--- src/rtl/core/aes_ige_pkg.sv ---
// Shared types, S-box tables and GF(2^8) helpers for the AES-256 IGE cipher.
package aes_ige_pkg;

  localparam int NumWords = 60;
  localparam int NumRounds = 14;
  localparam int NumRegs = 8;
  // Four-word steps from the key window (words 0..7) to the last window (words 52..59)
  localparam int ExpandSteps = (NumWords - 8) / 4;

  typedef logic [3:0] round_t;

  typedef enum logic [1:0] {
    FUNC_ENC     = 2'd0,
    FUNC_DEC     = 2'd1,
    FUNC_IGE_ENC = 2'd2,
    FUNC_IGE_DEC = 2'd3
  } func_t;

  localparam logic [2:0] REG_KEY0 = 3'd0;
  localparam logic [2:0] REG_KEY1 = 3'd1;
  localparam logic [2:0] REG_KEY2 = 3'd2;
  localparam logic [2:0] REG_KEY3 = 3'd3;
  localparam logic [2:0] REG_IV0  = 3'd4;
  localparam logic [2:0] REG_IV1  = 3'd5;
  localparam logic [2:0] REG_IV2  = 3'd6;
  localparam logic [2:0] REG_IV3  = 3'd7;

  // Controller to datapath
  typedef struct packed {
    logic load;       // capture input block, apply whitening key
    logic round;      // run one round
    logic last;       // final round (no column mix)
    logic finish;     // update IGE chain once result is taken
    round_t rnd;      // round number for key fetch
  } dp_cmd_t;

  // Key schedule controller commands
  typedef struct packed {
    logic start;      // restart expansion
    logic step;       // advance expansion by four words
    logic advance;    // move both round key windows on by one round
    logic rewind;     // return both round key windows to round zero
  } ks_cmd_t;

  function automatic logic [7:0] xt(input logic [7:0] a);
    xt = {a[6:0], 1'b0} ^ (a[7] ? 8'h1B : 8'h00);
  endfunction

  function automatic logic [7:0] gm(input logic [7:0] a, input logic [3:0] b);
    logic [7:0] r;
    logic [7:0] p;
    r = 8'h00;
    p = a;
    for (int i = 0; i < 4; i++) begin
      if (b[i]) r = r ^ p;
      p = xt(p);
    end
    gm = r;
  endfunction

  function automatic logic [7:0] mulx(input logic [7:0] a, input int n);
    logic [7:0] r;
    r = a;
    for (int i = 0; i < 8; i++) if (i < n) r = xt(r);
    mulx = r;
  endfunction

  function automatic logic [7:0] ginv(input logic [7:0] a);
    // a^254 by square and multiply
    logic [7:0] r;
    logic [7:0] p;
    logic [7:0] q;
    r = 8'h01;
    p = a;
    for (int i = 0; i < 8; i++) begin
      if (i != 0) begin
        q = 8'h00;
        for (int j = 0; j < 8; j++) if (p[j]) q = q ^ mulx(r, j);
        r = q;
      end
      q = 8'h00;
      for (int j = 0; j < 8; j++) if (p[j]) q = q ^ mulx(p, j);
      p = q;
    end
    ginv = r;
  endfunction

  function automatic logic [7:0] sbox_calc(input logic [7:0] x);
    logic [7:0] v;
    logic [7:0] s;
    logic [7:0] r;
    v = ginv(x);
    s = v;
    r = v;
    for (int t = 0; t < 4; t++) begin
      r = {r[6:0], r[7]};
      s = s ^ r;
    end
    sbox_calc = s ^ 8'h63;
  endfunction

  typedef logic [7:0] sbox_arr_t [256];

  function automatic sbox_arr_t make_sbox();
    sbox_arr_t t;
    for (int i = 0; i < 256; i++) t[i] = sbox_calc(8'(i));
    return t;
  endfunction

  function automatic sbox_arr_t make_inv_sbox();
    sbox_arr_t t;
    logic [7:0] s;
    for (int i = 0; i < 256; i++) begin
      s = sbox_calc(8'(i));
      t[s] = 8'(i);
    end
    return t;
  endfunction

  localparam sbox_arr_t SBOX = make_sbox();
  localparam sbox_arr_t INV_SBOX = make_inv_sbox();

  function automatic logic [31:0] sub_word(input logic [31:0] w);
    sub_word = {SBOX[w[31:24]], SBOX[w[23:16]], SBOX[w[15:8]], SBOX[w[7:0]]};
  endfunction

  function automatic logic [31:0] inv_mix_word(input logic [31:0] w);
    logic [7:0] a0, a1, a2, a3;
    a0 = w[31:24]; a1 = w[23:16]; a2 = w[15:8]; a3 = w[7:0];
    inv_mix_word = {gm(a0, 4'd14) ^ gm(a1, 4'd11) ^ gm(a2, 4'd13) ^ gm(a3, 4'd9),
                    gm(a0, 4'd9) ^ gm(a1, 4'd14) ^ gm(a2, 4'd11) ^ gm(a3, 4'd13),
                    gm(a0, 4'd13) ^ gm(a1, 4'd9) ^ gm(a2, 4'd14) ^ gm(a3, 4'd11),
                    gm(a0, 4'd11) ^ gm(a1, 4'd13) ^ gm(a2, 4'd9) ^ gm(a3, 4'd14)};
  endfunction

  function automatic logic [31:0] mix_word(input logic [31:0] w);
    logic [7:0] a0, a1, a2, a3;
    a0 = w[31:24]; a1 = w[23:16]; a2 = w[15:8]; a3 = w[7:0];
    mix_word = {xt(a0) ^ xt(a1) ^ a1 ^ a2 ^ a3,
                a0 ^ xt(a1) ^ xt(a2) ^ a2 ^ a3,
                a0 ^ a1 ^ xt(a2) ^ xt(a3) ^ a3,
                xt(a0) ^ a0 ^ a1 ^ a2 ^ xt(a3)};
  endfunction

endpackage

--- src/rtl/core/aes_ige_ctrl.sv ---
// Controller: key expansion sequencing, round counting and handshakes.
module aes_ige_ctrl
  import aes_ige_pkg::*;
(
  input  logic     clk,
  input  logic     rst,
  input  logic     key_write,
  input  logic     ks_done,
  input  logic     in_valid,
  output logic     in_ready,
  output logic     out_valid,
  input  logic     out_ready,
  output ks_cmd_t  ks_cmd,
  output dp_cmd_t  dp_cmd
);

  typedef enum logic [3:0] {
    ST_KEYX = 4'b0001,
    ST_IDLE = 4'b0010,
    ST_RUN  = 4'b0100,
    ST_OUT  = 4'b1000
  } state_t;

  state_t state, state_next;
  round_t rnd, rnd_next;
  logic   pend;

  // Next state and commands
  always_comb begin
    state_next = state;
    rnd_next = rnd;
    in_ready = 1'b0;
    out_valid = 1'b0;
    ks_cmd = '0;
    dp_cmd = '0;
    dp_cmd.rnd = rnd;
    case (state)
      ST_KEYX: begin
        ks_cmd.step = 1'b1;
        if (ks_done && !pend) state_next = ST_IDLE;
      end
      ST_IDLE: begin
        in_ready = 1'b1;
        dp_cmd.rnd = '0;
        if (in_valid) begin
          dp_cmd.load = 1'b1;
          rnd_next = round_t'(1);
          state_next = ST_RUN;
        end
      end
      ST_RUN: begin
        dp_cmd.round = 1'b1;
        dp_cmd.last = (rnd == round_t'(NumRounds));
        rnd_next = rnd + round_t'(1);
        if (rnd == round_t'(NumRounds)) state_next = ST_OUT;
      end
      ST_OUT: begin
        out_valid = 1'b1;
        if (out_ready) begin
          dp_cmd.finish = 1'b1;
          state_next = ST_IDLE;
        end
      end
      default: state_next = ST_KEYX;
    endcase
    // Restart expansion the cycle after a key write, once the new key is held
    if (pend) ks_cmd.start = 1'b1;
    ks_cmd.advance = dp_cmd.load | dp_cmd.round;
    ks_cmd.rewind = dp_cmd.finish;
  end

  // Advance; restart expansion on key write
  always_ff @(posedge clk) begin
    if (rst) begin
      state <= ST_KEYX;
      rnd <= '0;
      pend <= 1'b1;
    end else begin
      state <= key_write ? ST_KEYX : state_next;
      rnd <= rnd_next;
      pend <= key_write;
    end
  end

endmodule

--- config.mk ---
export PLATFORM = sky130hd
export DESIGN_NAME = aes_ige_ctrl
export DESIGN_NICKNAME = d
export VERILOG_FILES = /design/src/rtl/core/aes_ige_pkg.sv /design/src/rtl/core/aes_ige_ctrl.sv
export SDC_FILE = /design/constraint.sdc
export NUM_CORES = 1
export LEC_CHECK = 0
export ABC_AREA = 1
export ABC_CLOCK_PERIOD_IN_PS = 2570
export BUFFER_PORTS_ARGS = -buffer_cell sky130_fd_sc_hd__clkbuf_2
export CORE_AREA = 5 5 42 44
export CTS_CLUSTER_SIZE = 12
export DETAILED_ROUTE_END_ITERATION = 10
export DIE_AREA = 0 0 47 49
export GPL_TIMING_DRIVEN = 1
export PLACE_DENSITY = 0.7
export SYNTH_ARGS = -nofsm -noshare
export SYNTH_HDL_FRONTEND = slang
export SYNTH_SLANG_ARGS = --single-unit
--- constraint.sdc ---
create_clock -name clk -period 2.57 [get_ports clk]
set_clock_uncertainty 0.1 [all_clocks]
set_input_delay 0.6425 -clock clk [delete_from_list [all_inputs] [get_ports clk]]
set_output_delay 0.6425 -clock clk [all_outputs]
set_load 0.03 [all_outputs]
==> impl_metrics.env <==
export IMPL_drtAntennaViolNets=0
export IMPL_p_int_uw=212.3
export IMPL_slowest_stage="dfxtp_1"
export IMPL_p_leak_nw=0.3725
export IMPL_outcome="completed"
export IMPL_rsz0062_at_grt="false"
export IMPL_path_max_fanout=4
export IMPL_max_freq_mhz=479.1
export IMPL_grt_max_degree=6
export IMPL_crit_arrival_ns=1.34
export IMPL_avgSynthCellArea_um2=6.807
export IMPL_first_iter_violations=10
export IMPL_critical_path_buf_inv_count=2
export IMPL_rows=14
export IMPL_maxSlewHeadroom=0.8431
export IMPL_synth_top_area_frac=0.3151
export IMPL_synthCells=84
export IMPL_crit_chain="inv_1 -> ha_1 -> nand3_1 -> nor2_2 -> clkbuf_2"
export IMPL_critPathTopFamily="flip-flops"
export IMPL_required_ns=1.83
export IMPL_swShare=0.2539
export IMPL_io_buffers=19
export IMPL_total_power_uw=284.5
export IMPL_dp_hpwl_um=975.8
export IMPL_power_switching_uw=72.22
export IMPL_cp_num_cells=5
export IMPL_criticalPathCategory="register to output pin"
export IMPL_die_h_um=49
export IMPL_p_per_area_nw_per_um2=408.2
export IMPL_die_x_um=47
export IMPL_ys_types=23
export IMPL_seq_area_frac_synth=0.3151
export IMPL_whs_path_depth=2
export IMPL_fin_crit_sh=0.8122
export IMPL_slowest_delay_ns=0.34
export IMPL_synth_edff_count=0
export IMPL_yosysMostFrequentCell="inv_1"
export IMPL_ys_ff_latch=9
export IMPL_drt_total_wl_um=1200
export IMPL_hold_buffers=0
export IMPL_setup_viol=0
export IMPL_num_antenna_cells=0
export IMPL_gp_congestion=0.7240
export IMPL_cts_root_buffer="clkbuf_4"
export IMPL_ys_warn_count=0
export IMPL_core_area_um2=1401
export IMPL_firstDrtPassIters=5
export IMPL_yosys_area_top_type="dfxtp_1"
export IMPL_clk_pin_slew_ns=0.06
export IMPL_cts_tree="yes"
export IMPL_grt_pass1_wl_um=2001
export IMPL_hold_viol=0
export IMPL_r2r_start="rnd[0]"
export IMPL_multi_input_area_um2=302.8
export IMPL_clock_sinks=9
export IMPL_min_from="rnd[3]"
export IMPL_seq_power_share=0.508
export IMPL_grt_overflow=0
export IMPL_max_cap_viol_count=0
export IMPL_antenna_found_initial=0
export IMPL_clk_latency_ns=0.26
export IMPL_ff2ff_path_depth=8
export IMPL_cp_start_kind="register"
export IMPL_via_per_inst=4.575
export IMPL_grtUsageTotal=0.1171
export IMPL_drc_errors=0
export IMPL_synth_ff_type="dfxtp_1"
export IMPL_fillers=152
export IMPL_cts_buffers=3
export IMPL_synth_top_cells_by_count="inv_1 (15), nor2_1 (14), nand2_1 (10), dfxtp_1 (9), nand3_1 (7)"
export IMPL_pre_cts_slack_ns=0.5636
export IMPL_vias=549
export IMPL_worst_pin_slew_ns=0.2334
export IMPL_ctsResizeCount=0
export IMPL_io_pins=20
export IMPL_drive_above_1_share=0.3558
export IMPL_synthToLayoutAreaGrowth_pct=21.88
export IMPL_grt_pass1_vias=504
export IMPL_slew_viol_final=0
export IMPL_comb_power_share=0.103
export IMPL_layout_setup_ws_ns=0.4827
export IMPL_vdd_drop_max_v=0.0002473
export IMPL_p_clk_frac=0.390
export IMPL_cp_end_kind="output pin"
export IMPL_avgRoutedWirePerCell_um=10.00
export IMPL_die_area_um2=2303
export IMPL_cts_setup_buffers=0
export IMPL_final_nets=113
export IMPL_fin_setup_tns_ns=0
export IMPL_seq_area_um2=180.2
export IMPL_layout_min_cycle_time_ns=2.087
export IMPL_async_reset_ff_frac=0
export IMPL_initial_core_util=0.4080
export IMPL_worstSetupStartpoint="rnd[0]"
export IMPL_clockBufferDepth=2
export IMPL_worst_hold_path_type="register to register"
export IMPL_netlist_area_um2=571.8
export IMPL_synth_nets=92
export IMPL_r2r_slack_ns=1.25
export IMPL_htreeDepth=1
export IMPL_synth_area_top_cells="dfxtp_1 (32%), inv_1 (9.8%), nor2_1 (9.2%)"
==> through the flow <==
step / area, µm² / hold WS [ns] / util / instances
after CTS: 696.9 / 0.3985 / 0.4973 / 120
after global routing: 696.9 / 0.4520 / 0.4973 / 120
after detailed placement: 670.6 / 0.3897 / 0.4786 / 116
after global placement: 670.6 / 0.3774 / 0.4786 / 116
final: 696.9 / 0.4005 / 0.4973 / 120
after floorplan: 578.1 / 0.3525 / - / 84
==> metal layers <==
metal / track usage / vias up / part of all wire
li1: - / 292 / -
met1: 0.1545 / 231 / 0.44
met2: 0.1697 / 22 / 0.46
met3: 0.03321 / 4 / 0.089
met4: 0.05530 / 0 / 0.010
met5: 0 / - / 0
==> registers in the layout, summed over array words and instances, names as in the netlist <==
signal / count
state: 4
rnd: 4
pend: 1
==> placed cells by master (no fill, tap or decap) <==
cell	count
a21oi_1	3
and2_1	1
clkbuf_1	1
clkbuf_2	19
clkbuf_4	3
clkinv_2	1
dfxtp_1	9
ha_1	2
inv_1	15
inv_2	3
nand2_1	10
nand2_2	2
nand2_4	1
nand3_1	7
nand3_2	1
nor2_1	14
nor2_2	3
nor2_4	2
nor3_1	1
nor3_2	1
nor4_2	1
o211ai_1	1
o21a_1	1
o21ai_1	1
xor2_1	1
==> worst min-delay path, cell delays in order (launching register included) <==
cell and delay, ns:
dfxtp_1 0.33, nand2_1 0.07, a21oi_1 0.05
==> cell families (layout without fill, tap and decap cells) <==
kind of cell	after synthesis	in the layout	share of synthesized area
buffers and inverters	22	42	0.1663
DFF	9	9	0.3151
adders and majority gates	2	2	0.04376
and+or+nand+nor	44	44	0.3983
xor gates and xnor gates	1	1	0.01532
AOI/OAI and AO/OA	6	6	0.06126
==> worst paths after layout <==
check,endpoint
worst max-delay path,dp_cmd[5]
worst min-delay path,rnd[3]
worst max register to register,state[1]
worst min register to register,rnd[3]
==> cell type report <==
type | instances | share of cell area
clock buffer | 4 | 0.03770
inverter | 19 | 0.1041
multi-input combinational | 53 | 0.4345
sequential | 9 | 0.2585
tap | 16 | 0.02873
timing repair buffer | 19 | 0.1364
==> power by group through the flow <==
| stage | registers [mW] | logic (mW) | clock network, mW |
|---|---|---|---|
| after global routing | 0.145 | 0.0329 | 0.121 |
| after global placement | 0.147 | 0.0290 | 0 |
| after CTS | 0.144 | 0.0297 | 0.111 |
| after detailed placement | 0.148 | 0.0294 | 0 |
| final | 0.144 | 0.0292 | 0.111 |
| after floorplan | 0.147 | 0.0214 | 0 |
(Power assumes the default switching activity.)
